### config.mk
export PLATFORM = sky130hd
export DESIGN_NAME = pvs_ctrl
export DESIGN_NICKNAME = d
export VERILOG_FILES = /design/src/rtl/pvs_pkg.sv /design/src/rtl/pvs_ctrl.sv
export SDC_FILE = /design/constraint.sdc
export NUM_CORES = 1
export LEC_CHECK = 0
export BUFFER_PORTS_ARGS = -buffer_cell sky130_fd_sc_hd__buf_2
export CAP_MARGIN = 10
export CORE_MARGIN = 1.5
export CORE_UTILIZATION = 55
export DETAILED_ROUTE_END_ITERATION = 12
export PLACE_DENSITY = 0.79
export SLEW_MARGIN = 10
export SYNTH_ARGS = -nofsm -noshare
export SYNTH_HDL_FRONTEND = slang
export SYNTH_SLANG_ARGS = --single-unit
export TNS_END_PERCENT = 10
### constraint.sdc
create_clock -name i_clk -period 2.4 [get_ports i_clk]
set_input_delay 0.12 -clock i_clk [delete_from_list [all_inputs] [get_ports i_clk]]
set_output_delay 0.12 -clock i_clk [all_outputs]
set_load 0.05 [all_outputs]
### src/rtl/pvs_pkg.sv
// Shared types and constants for the pose-to-velocity servo.
// Holds the datapath command codes, the control/status structs and the arctangent table.
// No dependencies.
package pvs_pkg;

    // Configuration port geometry
    localparam int unsigned CFG_IDX_W  = 3;
    localparam int unsigned CFG_DATA_W = 24;

    // Register indexes
    localparam logic [CFG_IDX_W-1:0] CFG_STANDOFF    = 3'd0;
    localparam logic [CFG_IDX_W-1:0] CFG_TRANS_GAIN  = 3'd1;
    localparam logic [CFG_IDX_W-1:0] CFG_ROT_GAIN    = 3'd2;
    localparam logic [CFG_IDX_W-1:0] CFG_TRANS_DB    = 3'd3;
    localparam logic [CFG_IDX_W-1:0] CFG_ROT_DB      = 3'd4;
    localparam logic [CFG_IDX_W-1:0] CFG_MAX_LINEAR  = 3'd5;
    localparam logic [CFG_IDX_W-1:0] CFG_MAX_ANGULAR = 3'd6;
    localparam logic [CFG_IDX_W-1:0] CFG_TIMEOUT     = 3'd7;

    // Pi in Q16.16 radians, the ceiling of the rotation angle
    localparam logic [17:0] PI_Q16 = 18'd205887;

    // Datapath operations
    typedef logic [4:0] t_op;
    localparam t_op OP_NONE      = 5'd0;
    localparam t_op OP_LOAD      = 5'd1;
    localparam t_op OP_TICK_OUT  = 5'd2;
    localparam t_op OP_ACC_CLR   = 5'd3;
    localparam t_op OP_MUL_SQ_E  = 5'd4;
    localparam t_op OP_ACC_ADD   = 5'd5;
    localparam t_op OP_SQRT_LIN  = 5'd6;
    localparam t_op OP_EN_LOAD   = 5'd7;
    localparam t_op OP_LIN_ZERO  = 5'd8;
    localparam t_op OP_MUL_GN    = 5'd9;
    localparam t_op OP_N_LOAD    = 5'd10;
    localparam t_op OP_MUL_LIN   = 5'd11;
    localparam t_op OP_DIV_LIN   = 5'd12;
    localparam t_op OP_LIN_Q     = 5'd13;
    localparam t_op OP_LIN_SH    = 5'd14;
    localparam t_op OP_MUL_SQ_V  = 5'd15;
    localparam t_op OP_SQRT_ANG  = 5'd16;
    localparam t_op OP_VN_LOAD   = 5'd17;
    localparam t_op OP_CORDIC    = 5'd18;
    localparam t_op OP_ANGLE     = 5'd19;
    localparam t_op OP_ANG_ZERO  = 5'd20;
    localparam t_op OP_MUL_GA    = 5'd21;
    localparam t_op OP_MAG       = 5'd22;
    localparam t_op OP_MUL_ANG   = 5'd23;
    localparam t_op OP_DIV_ANG   = 5'd24;
    localparam t_op OP_ANG_Q     = 5'd25;
    localparam t_op OP_POSE_DONE = 5'd26;

    typedef struct packed {
        t_op        op;
        logic [1:0] k;
    } t_cmd;

    typedef struct packed {
        logic out_free;
        logic sqrt_done;
        logic div_done;
        logic lin_db;
        logic clamp;
        logic acc_zero;
        logic cordic_last;
        logic ang_db;
    } t_stat;

    // Arctangent of 2^-i in Q2.30 radians
    function automatic logic [31:0] atan_lut(input logic [4:0] i);
        logic [31:0] v;
        case (i)
            5'd0:  v = 32'h3243F6A8;
            5'd1:  v = 32'h1DAC6705;
            5'd2:  v = 32'h0FADBAFC;
            5'd3:  v = 32'h07F56EA6;
            5'd4:  v = 32'h03FEAB76;
            5'd5:  v = 32'h01FFD55B;
            5'd6:  v = 32'h00FFFAAA;
            5'd7:  v = 32'h007FFF55;
            5'd8:  v = 32'h003FFFEA;
            5'd9:  v = 32'h001FFFFD;
            5'd10: v = 32'h000FFFFF;
            5'd11: v = 32'h0007FFFF;
            5'd12: v = 32'h0003FFFF;
            5'd13: v = 32'h0001FFFF;
            5'd14: v = 32'h0000FFFF;
            5'd15: v = 32'h00007FFF;
            5'd16: v = 32'h00003FFF;
            5'd17: v = 32'h00001FFF;
            5'd18: v = 32'h00000FFF;
            5'd19: v = 32'h000007FF;
            5'd20: v = 32'h000003FF;
            5'd21: v = 32'h000001FF;
            5'd22: v = 32'h000000FF;
            5'd23: v = 32'h0000007F;
            5'd24: v = 32'h0000003F;
            5'd25: v = 32'h0000001F;
            5'd26: v = 32'h0000000F;
            5'd27: v = 32'h00000008;
            5'd28: v = 32'h00000004;
            5'd29: v = 32'h00000002;
            default: v = 32'h00000000;
        endcase
        return v;
    endfunction

endpackage

### src/rtl/pvs_ctrl.sv
// Controller: sequences the datapath through one pose or tick transaction.
// Uses pvs_pkg for the command and status structs.
module pvs_ctrl (
    input  logic           i_clk,
    input  logic           i_rst_n,
    input  logic           i_rot_en,
    input  logic           i_in_valid,
    input  logic           i_kind,
    input  pvs_pkg::t_stat i_stat,
    output pvs_pkg::t_cmd  o_cmd,
    output logic           o_in_stall
);
    import pvs_pkg::*;

    localparam logic [4:0] S_IDLE     = 5'd0;
    localparam logic [4:0] S_TICK     = 5'd1;
    localparam logic [4:0] S_LSQ_MUL  = 5'd2;
    localparam logic [4:0] S_LSQ_ACC  = 5'd3;
    localparam logic [4:0] S_LSQRT    = 5'd4;
    localparam logic [4:0] S_LSQRT_W  = 5'd5;
    localparam logic [4:0] S_LCHK     = 5'd6;
    localparam logic [4:0] S_LNORM    = 5'd7;
    localparam logic [4:0] S_LK_MUL   = 5'd8;
    localparam logic [4:0] S_LK_NEXT  = 5'd9;
    localparam logic [4:0] S_LK_DIVW  = 5'd10;
    localparam logic [4:0] S_A_START  = 5'd11;
    localparam logic [4:0] S_ASQ_MUL  = 5'd12;
    localparam logic [4:0] S_ASQ_ACC  = 5'd13;
    localparam logic [4:0] S_ACHK     = 5'd14;
    localparam logic [4:0] S_ASQRT_W  = 5'd15;
    localparam logic [4:0] S_CORDIC   = 5'd16;
    localparam logic [4:0] S_ANGLE    = 5'd17;
    localparam logic [4:0] S_ADB      = 5'd18;
    localparam logic [4:0] S_AMAG     = 5'd19;
    localparam logic [4:0] S_AK_MUL   = 5'd20;
    localparam logic [4:0] S_AK_DIV   = 5'd21;
    localparam logic [4:0] S_AK_DIVW  = 5'd22;
    localparam logic [4:0] S_DONE     = 5'd23;

    logic [4:0] r_state, n_state;
    logic [1:0] r_k, n_k;

    always_ff @(posedge i_clk) begin
        if (!i_rst_n) begin
            r_state <= S_IDLE;
            r_k     <= '0;
        end else begin
            r_state <= n_state;
            r_k     <= n_k;
        end
    end

    // Next state and command
    always_comb begin
        n_state  = r_state;
        n_k      = r_k;
        o_cmd.op = OP_NONE;
        o_cmd.k  = r_k;
        case (r_state)
            S_IDLE: begin
                if (i_in_valid) begin
                    o_cmd.op = OP_LOAD;
                    n_k      = '0;
                    n_state  = i_kind ? S_TICK : S_LSQ_MUL;
                end
            end
            S_TICK: begin
                if (i_stat.out_free) begin
                    o_cmd.op = OP_TICK_OUT;
                    n_state  = S_IDLE;
                end
            end
            // Linear: sum of squared errors
            S_LSQ_MUL: begin
                o_cmd.op = OP_MUL_SQ_E;
                n_state  = S_LSQ_ACC;
            end
            S_LSQ_ACC: begin
                o_cmd.op = OP_ACC_ADD;
                if (r_k == 2'd2) begin
                    n_k     = '0;
                    n_state = S_LSQRT;
                end else begin
                    n_k     = r_k + 2'd1;
                    n_state = S_LSQ_MUL;
                end
            end
            S_LSQRT: begin
                o_cmd.op = OP_SQRT_LIN;
                n_state  = S_LSQRT_W;
            end
            S_LSQRT_W: begin
                if (i_stat.sqrt_done) begin
                    o_cmd.op = OP_EN_LOAD;
                    n_state  = S_LCHK;
                end
            end
            S_LCHK: begin
                if (i_stat.lin_db) begin
                    o_cmd.op = OP_LIN_ZERO;
                    n_state  = S_A_START;
                end else begin
                    o_cmd.op = OP_MUL_GN;
                    n_state  = S_LNORM;
                end
            end
            S_LNORM: begin
                o_cmd.op = OP_N_LOAD;
                n_state  = S_LK_MUL;
            end
            // Linear: per-axis scale
            S_LK_MUL: begin
                o_cmd.op = OP_MUL_LIN;
                n_state  = S_LK_NEXT;
            end
            S_LK_NEXT: begin
                if (i_stat.clamp) begin
                    o_cmd.op = OP_DIV_LIN;
                    n_state  = S_LK_DIVW;
                end else begin
                    o_cmd.op = OP_LIN_SH;
                    n_k      = (r_k == 2'd2) ? 2'd0 : r_k + 2'd1;
                    n_state  = (r_k == 2'd2) ? S_A_START : S_LK_MUL;
                end
            end
            S_LK_DIVW: begin
                if (i_stat.div_done) begin
                    o_cmd.op = OP_LIN_Q;
                    n_k      = (r_k == 2'd2) ? 2'd0 : r_k + 2'd1;
                    n_state  = (r_k == 2'd2) ? S_A_START : S_LK_MUL;
                end
            end
            // Angular: norm of the error vector
            S_A_START: begin
                n_k = '0;
                if (!i_rot_en) begin
                    o_cmd.op = OP_ANG_ZERO;
                    n_state  = S_DONE;
                end else begin
                    o_cmd.op = OP_ACC_CLR;
                    n_state  = S_ASQ_MUL;
                end
            end
            S_ASQ_MUL: begin
                o_cmd.op = OP_MUL_SQ_V;
                n_state  = S_ASQ_ACC;
            end
            S_ASQ_ACC: begin
                o_cmd.op = OP_ACC_ADD;
                if (r_k == 2'd2) begin
                    n_k     = '0;
                    n_state = S_ACHK;
                end else begin
                    n_k     = r_k + 2'd1;
                    n_state = S_ASQ_MUL;
                end
            end
            S_ACHK: begin
                if (i_stat.acc_zero) begin
                    o_cmd.op = OP_ANG_ZERO;
                    n_state  = S_DONE;
                end else begin
                    o_cmd.op = OP_SQRT_ANG;
                    n_state  = S_ASQRT_W;
                end
            end
            S_ASQRT_W: begin
                if (i_stat.sqrt_done) begin
                    o_cmd.op = OP_VN_LOAD;
                    n_state  = S_CORDIC;
                end
            end
            S_CORDIC: begin
                o_cmd.op = OP_CORDIC;
                if (i_stat.cordic_last) begin
                    n_state = S_ANGLE;
                end
            end
            S_ANGLE: begin
                o_cmd.op = OP_ANGLE;
                n_state  = S_ADB;
            end
            S_ADB: begin
                if (i_stat.ang_db) begin
                    o_cmd.op = OP_ANG_ZERO;
                    n_state  = S_DONE;
                end else begin
                    o_cmd.op = OP_MUL_GA;
                    n_state  = S_AMAG;
                end
            end
            S_AMAG: begin
                o_cmd.op = OP_MAG;
                n_state  = S_AK_MUL;
            end
            // Angular: per-axis scale
            S_AK_MUL: begin
                o_cmd.op = OP_MUL_ANG;
                n_state  = S_AK_DIV;
            end
            S_AK_DIV: begin
                o_cmd.op = OP_DIV_ANG;
                n_state  = S_AK_DIVW;
            end
            S_AK_DIVW: begin
                if (i_stat.div_done) begin
                    o_cmd.op = OP_ANG_Q;
                    n_k      = (r_k == 2'd2) ? 2'd0 : r_k + 2'd1;
                    n_state  = (r_k == 2'd2) ? S_DONE : S_AK_MUL;
                end
            end
            S_DONE: begin
                o_cmd.op = OP_POSE_DONE;
                n_state  = S_IDLE;
            end
            default: n_state = S_IDLE;
        endcase
    end

    assign o_in_stall = (r_state != S_IDLE);
endmodule

# Word level (Yosys, flattened, before mapping)
# Index checks and enable logic that the tools add are counted.
# classes
add_sub_neg,1
n_mul,0
div,0
order_cmp,0
eq_ne,33
n_shift,0
muxes,35
bitwise_logic,0
n_reduce_logical,7
# op_table
op,count
case mux 5 bit (23 select lines),2
two-way mux 5 bit,12
"equality test 5 x 4 -> 1 bit, second input constant",8
"equality test 5 bit, second input constant",8
two-way mux 2 bit,11
"equality test 5 x 3 -> 1 bit, second input constant",4
"!= test 2 bit, second input constant",8
two-way mux 3 bit,4
"equality test 5 x 2 -> 1 bit, second input constant",2
case mux 2 bit (5 select lines),1
nonzero test 5 bit,2
two-way mux 4 bit,2
AND reduction 7 bit,1
"equality test 5 x 1 -> 1 bit, second input constant",1
zero test 5 bit,1
AND reduction 4 bit,1
OR reduction 2 bit,2
two-way mux 1 bit,3
"adder 2 x 1 -> 2 bit, second input constant",1
"equality test 2 bit, second input constant",1
"!= test 2 x 1 -> 1 bit, second input constant",1
# word_totals
ff_bits,7
latchBits,0
ram_bits,0
mem_bits_ro,0
in_bits,13
output_inout_bits,8
word_cells,78
n_memories,0

# Longest topological paths before layout
# Gate-level depths: netlist of run 1.
# depth
word_depth,4
ltp_mapped,7
depth_no_buf,5

# Least setup slack after synthesis of run 1
# No wires, ideal clock.
# synth_path
path_type,register to output
startpoint,reg r_state[2]
endpoint,out o_cmd[3] (netlist bit)
t_arrival_ns,2.432
t_required_ns,2.280
slack_ns,-0.152
stages_incl_launch_ff,8
path_buffers,3
path_cell_list,dfxtp_1 -> buf_2 -> buf_2 -> buf_2 -> nand2_1 -> a21oi_1 -> nor2_1 -> o32ai_1
# synth_rtl
item,line,source
"start, declared",pvs_ctrl.sv:40,"logic [4:0] r_state, n_state;"
"start signal, assigned",pvs_ctrl.sv:48,r_state <= n_state;
"end, declared",pvs_ctrl.sv:10,"output pvs_pkg::t_cmd o_cmd,"

==> out/metrics.cfg, run 1 <==
[status]
status = finished, final reports clean

[placed_design]
dpl.hpwl_mm = 2.846
io_buffers = 20
placed_area_um2 = 1274
gp_congestion = 0.9795

[detailed_routing]
drcViolationCount = 0
num_vias = 1541
drtAntennaViolNets = 0
routedWlPerCell_um = 17.34
via_per_inst = 6.879
drt-pass1-iter-count = 5
wl_mm = 3.884
drt_iter0_drc = 129

[pwr]
p_comb_frac = 0.741
seq_power_share = 0.177
p_sw_mw = 0.8160
p_leak_nw = 0.4955
power_frac_clock = 0.082
swShare = 0.5790
p_int_mw = 0.5933
power_density_nw_per_um2 = 1082
ir_drop_uv = 775.6

[timing]
fin_crit_sh = 0.9788
setup_viol = 0
finClkSkew_ps = 7.821
rsz0062_at_grt = no
final.min_clock_period_ps = 2349
slew_headroom = 0.5412
worst_pin_slew_ps = 687.2
report.final.slew_viol_count = 0
fmax_mhz = 425.7
finalHoldViolations = 0

[synthesis]
yosysWarnings = 0
synthFlopType = dfxtp_1
synth_edf_count = 0
synth_top_cell_by_area = dfxtp_1
syn_inst = 175
ys_seq_elements = 7
synth_cell_type_count = 46
synth_top_area_share = 0.1268
mappedNetlistArea_um2 = 1105
yosysSeqAreaShare = 0.1268
syn_nets = 188
synthTopCellsByArea = dfxtp_1 13%, a21oi_1 9.5%, o21ai_0 7.7%
synthArstFlopShare = 0
syn_area_per_cell_um2 = 6.313

[critical_path]
reg2reg_from = r_state[0]
crit_required_ps = 2280
reg2regPathDepth = 6
worstSetupPathType = reg2out
r2r_end = r_k[0]
r2r_slack_ps = 350
cp_data_arrival_time_ps = 2230
critPathLaunchType = flop
path_max_fanout = 14
worstSetupEndpointType = output port

[min_path]
min_to = r_k[1]
min_path_type = in2reg
min-delay-start = i_rst_n
holdPathStages = 3

[floorplan]
start_util = 0.5749
coreArea_um2 = 1922
ios = 21
dieArea_um2 = 2287
chipHeight_um = 47.82
row_count = 16
die_w_um = 47.82

[clock_network]
clkTransAtPathRegs_ps = 60
cts_tree = done
clock_latency_ps = 270
cts_buffers = 3
post-cts-setup-buffer-count = 0
htreeDepth = 1
clock_tree.buffer_depth = 2
clockRootBuffer = clkbuf_4
cts.sinks = 7

[cells_and_area]
diodes = 0
area_growth_syn_to_layout_pct = 17.89
fin_util = 0.6777
design_area_um2 = 1303
mostFrequentLayoutCell = a21oi_1
finalNetCount = 211
layout_common_cells = 21 x a21oi_1, 20 x buf_2, 17 x nor2_1, 17 x nand2_1, 17 x o21ai_0
drive_above_1_share = 0.2183

[grt]
grt-ovfl-total = 0
use_met1 = 0.4718
grt_pass1_vias = 1275
grt_usage = 0.3532
grtUsageMet2 = 0.5493
grt_max_degree = 22
grt_pass1_wl_mm = 5.651
antenna_found_initial = 0
met3_usage = 0.03396
grt_busiest_layer = met2

[flow_run]
max-cap-violations = 0

==> power by group through the flow <==
stage | Clock, mW | Combinational, mW | Sequential, mW
after floorplan | 0 | 0.841 | 0.169
after global placement | 0 | 1.00 | 0.239
after detailed placement | 0 | 1.02 | 0.241
after CTS | 0.113 | 1.03 | 0.239
after global routing | 0.119 | 1.12 | 0.255
final | 0.115 | 1.04 | 0.249
==> logic make-up (layout without fill, tap and decap cells) <==
logic type / after synthesis / count (layout) / synth area share
AOI/OAI and AO/OA: 67 / 67 / 0.3851
xor gates and xnor gates: 2 / 2 / 0.01586
buffers and inverters: 21 / 43 / 0.08040
DFF: 7 / 7 / 0.1268
muxes: 2 / 2 / 0.01812
and+or+nand+nor: 76 / 76 / 0.3737
==> cells in the mapped netlist, drive strengths merged (2+ instances only) <==
cell	n
nor2b	5
or4	2
nor3	4
o21ai	17
a221oi	2
mux2i	2
nand4	2
dfxtp	7
a21oi	21
o31a	2
nor3b	4
inv	6
a211oi	2
buf	13
nand2b	4
a31oi	5
nor2	17
nand2	17
o211ai	5
nand3	9
or3	4
o32ai	4
==> worst max-delay path, stage by stage (launching register included) <==
cell     delay [ps]
dfxtp_1         630
nor2b_1         430
nor2_1           70
o21ai_0         390
a311o_1         180
buf_2           260
==> final cells by class <==
| type | instances | area [µm²] |
|---|---|---|
| Multi-Input combinational cell | 147 | 883.3 |
| Fill cell | 190 | 619.3 |
| Timing Repair Buffer | 32 | 190.2 |
| Sequential cell | 7 | 142.6 |
| Tap cell | 27 | 33.78 |
| Clock buffer | 4 | 26.28 |
| Inverter | 7 | 26.28 |
==> routing by layer <==
| layer | part of all wire | vias up |
|---|---|---|
| met2 | 0.46 | 124 |
| met5 | 0 | - |
| met3 | 0.12 | 20 |
| met4 | 0.041 | 0 |
| met1 | 0.38 | 695 |
| li1 | - | 702 |
==> worst max-delay path by stage <==
stage	start	endpoint	slack, ps	cells past startpoint
global placement	r_state[0]	r_k[0]	400	6
global route	r_state[0]	o_cmd[3]	0.4	6
floorplan	r_state[4]	o_cmd[2]	-120	6
detailed placement	r_state[3]	r_state[1]	310	6
finish	r_state[2]	o_cmd[6]	50	5
CTS	r_state[3]	o_cmd[6]	130	5
==> state kept, by name, summed over array words and instances, names as in the netlist <==
signal	count
r_state	5
r_k	2
==> stage by stage <==
| step | worst slack (ps) | total power, mW | cells | TNS [ps] | hold slack [ps] |
|---|---|---|---|---|---|
| after floorplan | -115.4 | 1.010 | 175 | -115.4 | 354.6 |
| after global placement | 404.9 | 1.240 | 220 | 0 | 428.9 |
| after detailed placement | 314.6 | 1.265 | 220 | 0 | 442.0 |
| after CTS | 127.1 | 1.380 | 224 | 0 | 178.3 |
| after global routing | 0.4350 | 1.490 | 224 | 0 | 187.8 |
| final | 50.98 | 1.409 | 224 | 0 | 180.8 |
==> repair_timing <==
item	in CTS	in global routing
hold buffers	0	0
setup endpoints to repair	0	2
gates resized for setup	0	2
No activity file was read; power rests on OpenSTA's default activity.
==> run 2: changes to the inputs <==
--- a/config.mk
+++ b/config.mk
@@ -11,6 +11,7 @@
 export CORE_UTILIZATION = 55
 export DETAILED_ROUTE_END_ITERATION = 12
 export PLACE_DENSITY = 0.79
+export SETUP_SLACK_MARGIN = 0.2
 export SLEW_MARGIN = 10
 export SYNTH_ARGS = -nofsm -noshare
 export SYNTH_HDL_FRONTEND = slang
==> run 2 against run 1 <==
Effect of this change: non-clock buffer count unchanged; first-iteration DRC count up 12%; register-to-register slack better by 90 ps; core utilization up 0.33 points; via count down 0.71%; critical path depth up 1; total power up 0.44%; final cell count unchanged; sequential share of layout area up 0.23 points; clock power up 3%; critical endpoint is now o_cmd[3]; largest cell class unchanged; largest power group unchanged.
==> out/metrics.cfg, run 2 (synthesis results as in run 1) <==
[clock_network]
cts.sinks = 7  ; unchanged
clock_tree.buffer_depth = 2  ; unchanged
clock_latency_ps = 270  ; about the same
cts_tree = done
clkTransAtPathRegs_ps = 50  ; about the same
clockRootBuffer = clkbuf_4
htreeDepth = 1  ; unchanged
cts_buffers = 3  ; unchanged

[floorplan]
start_util = 0.5749  ; unchanged
chipHeight_um = 47.82  ; unchanged
ios = 21  ; unchanged
row_count = 16  ; unchanged
die_w_um = 47.82  ; unchanged
coreArea_um2 = 1922  ; unchanged
dieArea_um2 = 2287  ; unchanged

[cells_and_area]
largest_register_ffs = 5  ; unchanged
mostFrequentLayoutCell = a21oi_1
largestRegisters = r_state (5), r_k (2)
finalNonFillerCells = 224  ; unchanged
area_growth_syn_to_layout_pct = 18.46
fin_util = 0.6810  ; +0.003256
layout_common_cells = 21 x a21oi_1, 20 x buf_2, 17 x nor2_1, 17 x nand2_1, 16 x o21ai_0
top_register = r_state
diodes = 0  ; unchanged
finalNetCount = 211  ; unchanged
drive_above_1_share = 0.2386  ; +0.02030

[grt]
grt_pass1_vias = 1272  ; -0.24%
antenna_found_initial = 0  ; unchanged
grt-ovfl-total = 0  ; unchanged
grt_max_degree = 22  ; unchanged
grt_usage = 0.3524  ; -0.0007645
grt_pass1_wl_mm = 5.637  ; -0.25%

[placed_design]
io_buffers = 20  ; unchanged
gp_congestion = 0.9795  ; unchanged
placed_cells = 220  ; unchanged
place_ws_ps = 314.6  ; unchanged
dpl.hpwl_mm = 2.846  ; unchanged

[timing]
holdWs_ps = 165.9  ; -14.94 ps
fmax_mhz = 479.3  ; +13%
tns_ps = 0  ; unchanged
layout_setup_ws_ps = 313.4  ; +262.5 ps
final.min_clock_period_ps = 2087  ; -262.5 ps
fin_crit_sh = 0.8694  ; -0.1094
setup_viol = 0  ; unchanged
finalHoldViolations = 0  ; unchanged
slew_headroom = 0.7338  ; +0.1926
finClkSkew_ps = 6.948  ; -0.8722 ps
worst_pin_slew_ps = 393.9  ; -293.3 ps
rsz0062_at_grt = no
report.final.slew_viol_count = 0  ; unchanged

[critical_path]
slowest_delay_ps = 510  ; -120 ps
path_buf_inv = 2  ; +1
crit_required_ps = 2280  ; about the same
cp_slowest_cell = dfxtp_2
crit_family = compound AO/OA/AOI/OAI gates
critPathLaunchType = flop
r2r_slack_ps = 440  ; +90 ps
worstSetupPathType = reg2out
path_max_fanout = 15  ; +1
cp_data_arrival_time_ps = 1970  ; -260 ps
worstSetupEndpointType = output port
cp_cell_sequence = buf_4, o21ai_0, a221oi_1, a31oi_1, o32ai_2, buf_2

[detailed_routing]
via_per_inst = 6.830  ; -0.71%
drt_iter0_drc = 145  ; +12%
met3_length_um = 422  ; -5.8%
wl_mm = 3.877  ; -0.18%
dr_wl_met2_mm = 1.815  ; +0.61%
met1Wirelength_mm = 1.517  ; +3.2%
drcViolationCount = 0  ; unchanged
drt-pass1-iter-count = 5  ; unchanged
num_vias = 1530  ; -0.71%
routedWlPerCell_um = 17.31  ; -0.18%
drtAntennaViolNets = 0  ; unchanged
top_layer_used = met4

[flow_run]
max-cap-violations = 0  ; unchanged

[min_path]
min_path_type = in2reg

[status]
status = finished, final reports clean

[pwr]
ir_drop_uv = 774.7  ; -0.11%
p_leak_nw = 0.4966  ; +0.22%
power_density_nw_per_um2 = 1082  ; about the same

run 2: cell counts in the layout (fill, tap and decap cells not counted):
No cell type changed its count.
run 2: tightest hold or removal path, stage by stage:
cell	delay [ps]
buf_2	140
nand2_1	70
o31ai_1	60
run 2: through the flow:
| step | area, µm² | power (mW) |
|---|---|---|
| floorplan | 1112 | 1.010 |
| global placement | 1274 | 1.240 |
| detailed placement | 1274 | 1.265 |
| CTS | 1303 | 1.382 |
| global route | 1309 | 1.495 |
| finish | 1309 | 1.415 |
run 2: metal layers:
| metal | vias up | track usage |
|---|---|---|
| met1 | 689 | 0.4695 |
| li1 | 704 | - |
| met5 | - | 0 |
| met3 | 17 | 0.03396 |
| met4 | 0 | 0.2054 |
| met2 | 120 | 0.5493 |
run 2: path summary, 6_finish.rpt:
check	from	cells past startpoint	to
worst min register to register	r_k[1]	2	r_k[1]
worst max-delay path	r_state[0]	6	o_cmd[3]
worst max register to register	r_state[1]	5	r_state[1]
worst min-delay path	i_rst_n	3	r_state[0]
run 2: report_power, final:
| part | switching, mW | internal (mW) | leakage (nW) |
|---|---|---|---|
| clock | 0.0551 | 0.0642 | 0.0150 |
| combinational | 0.655 | 0.388 | 0.423 |
| sequential | 0.107 | 0.145 | 0.0591 |
run 2: layout make-up:
type	count	area [µm²]
multi-input cells	147	885.9
fillers	185	613.1
repair buffers	32	190.2
flip-flops and latches	7	146.4
well taps	27	33.78
clock buffers	4	26.28
inverters	7	26.28
run 2: timing repair:
action	CTS	global route
hold buffers	0	0
setup buffers	0	0
endpoints found under the setup margin	3	4
resized for setup	2	5
gates cloned	0	0
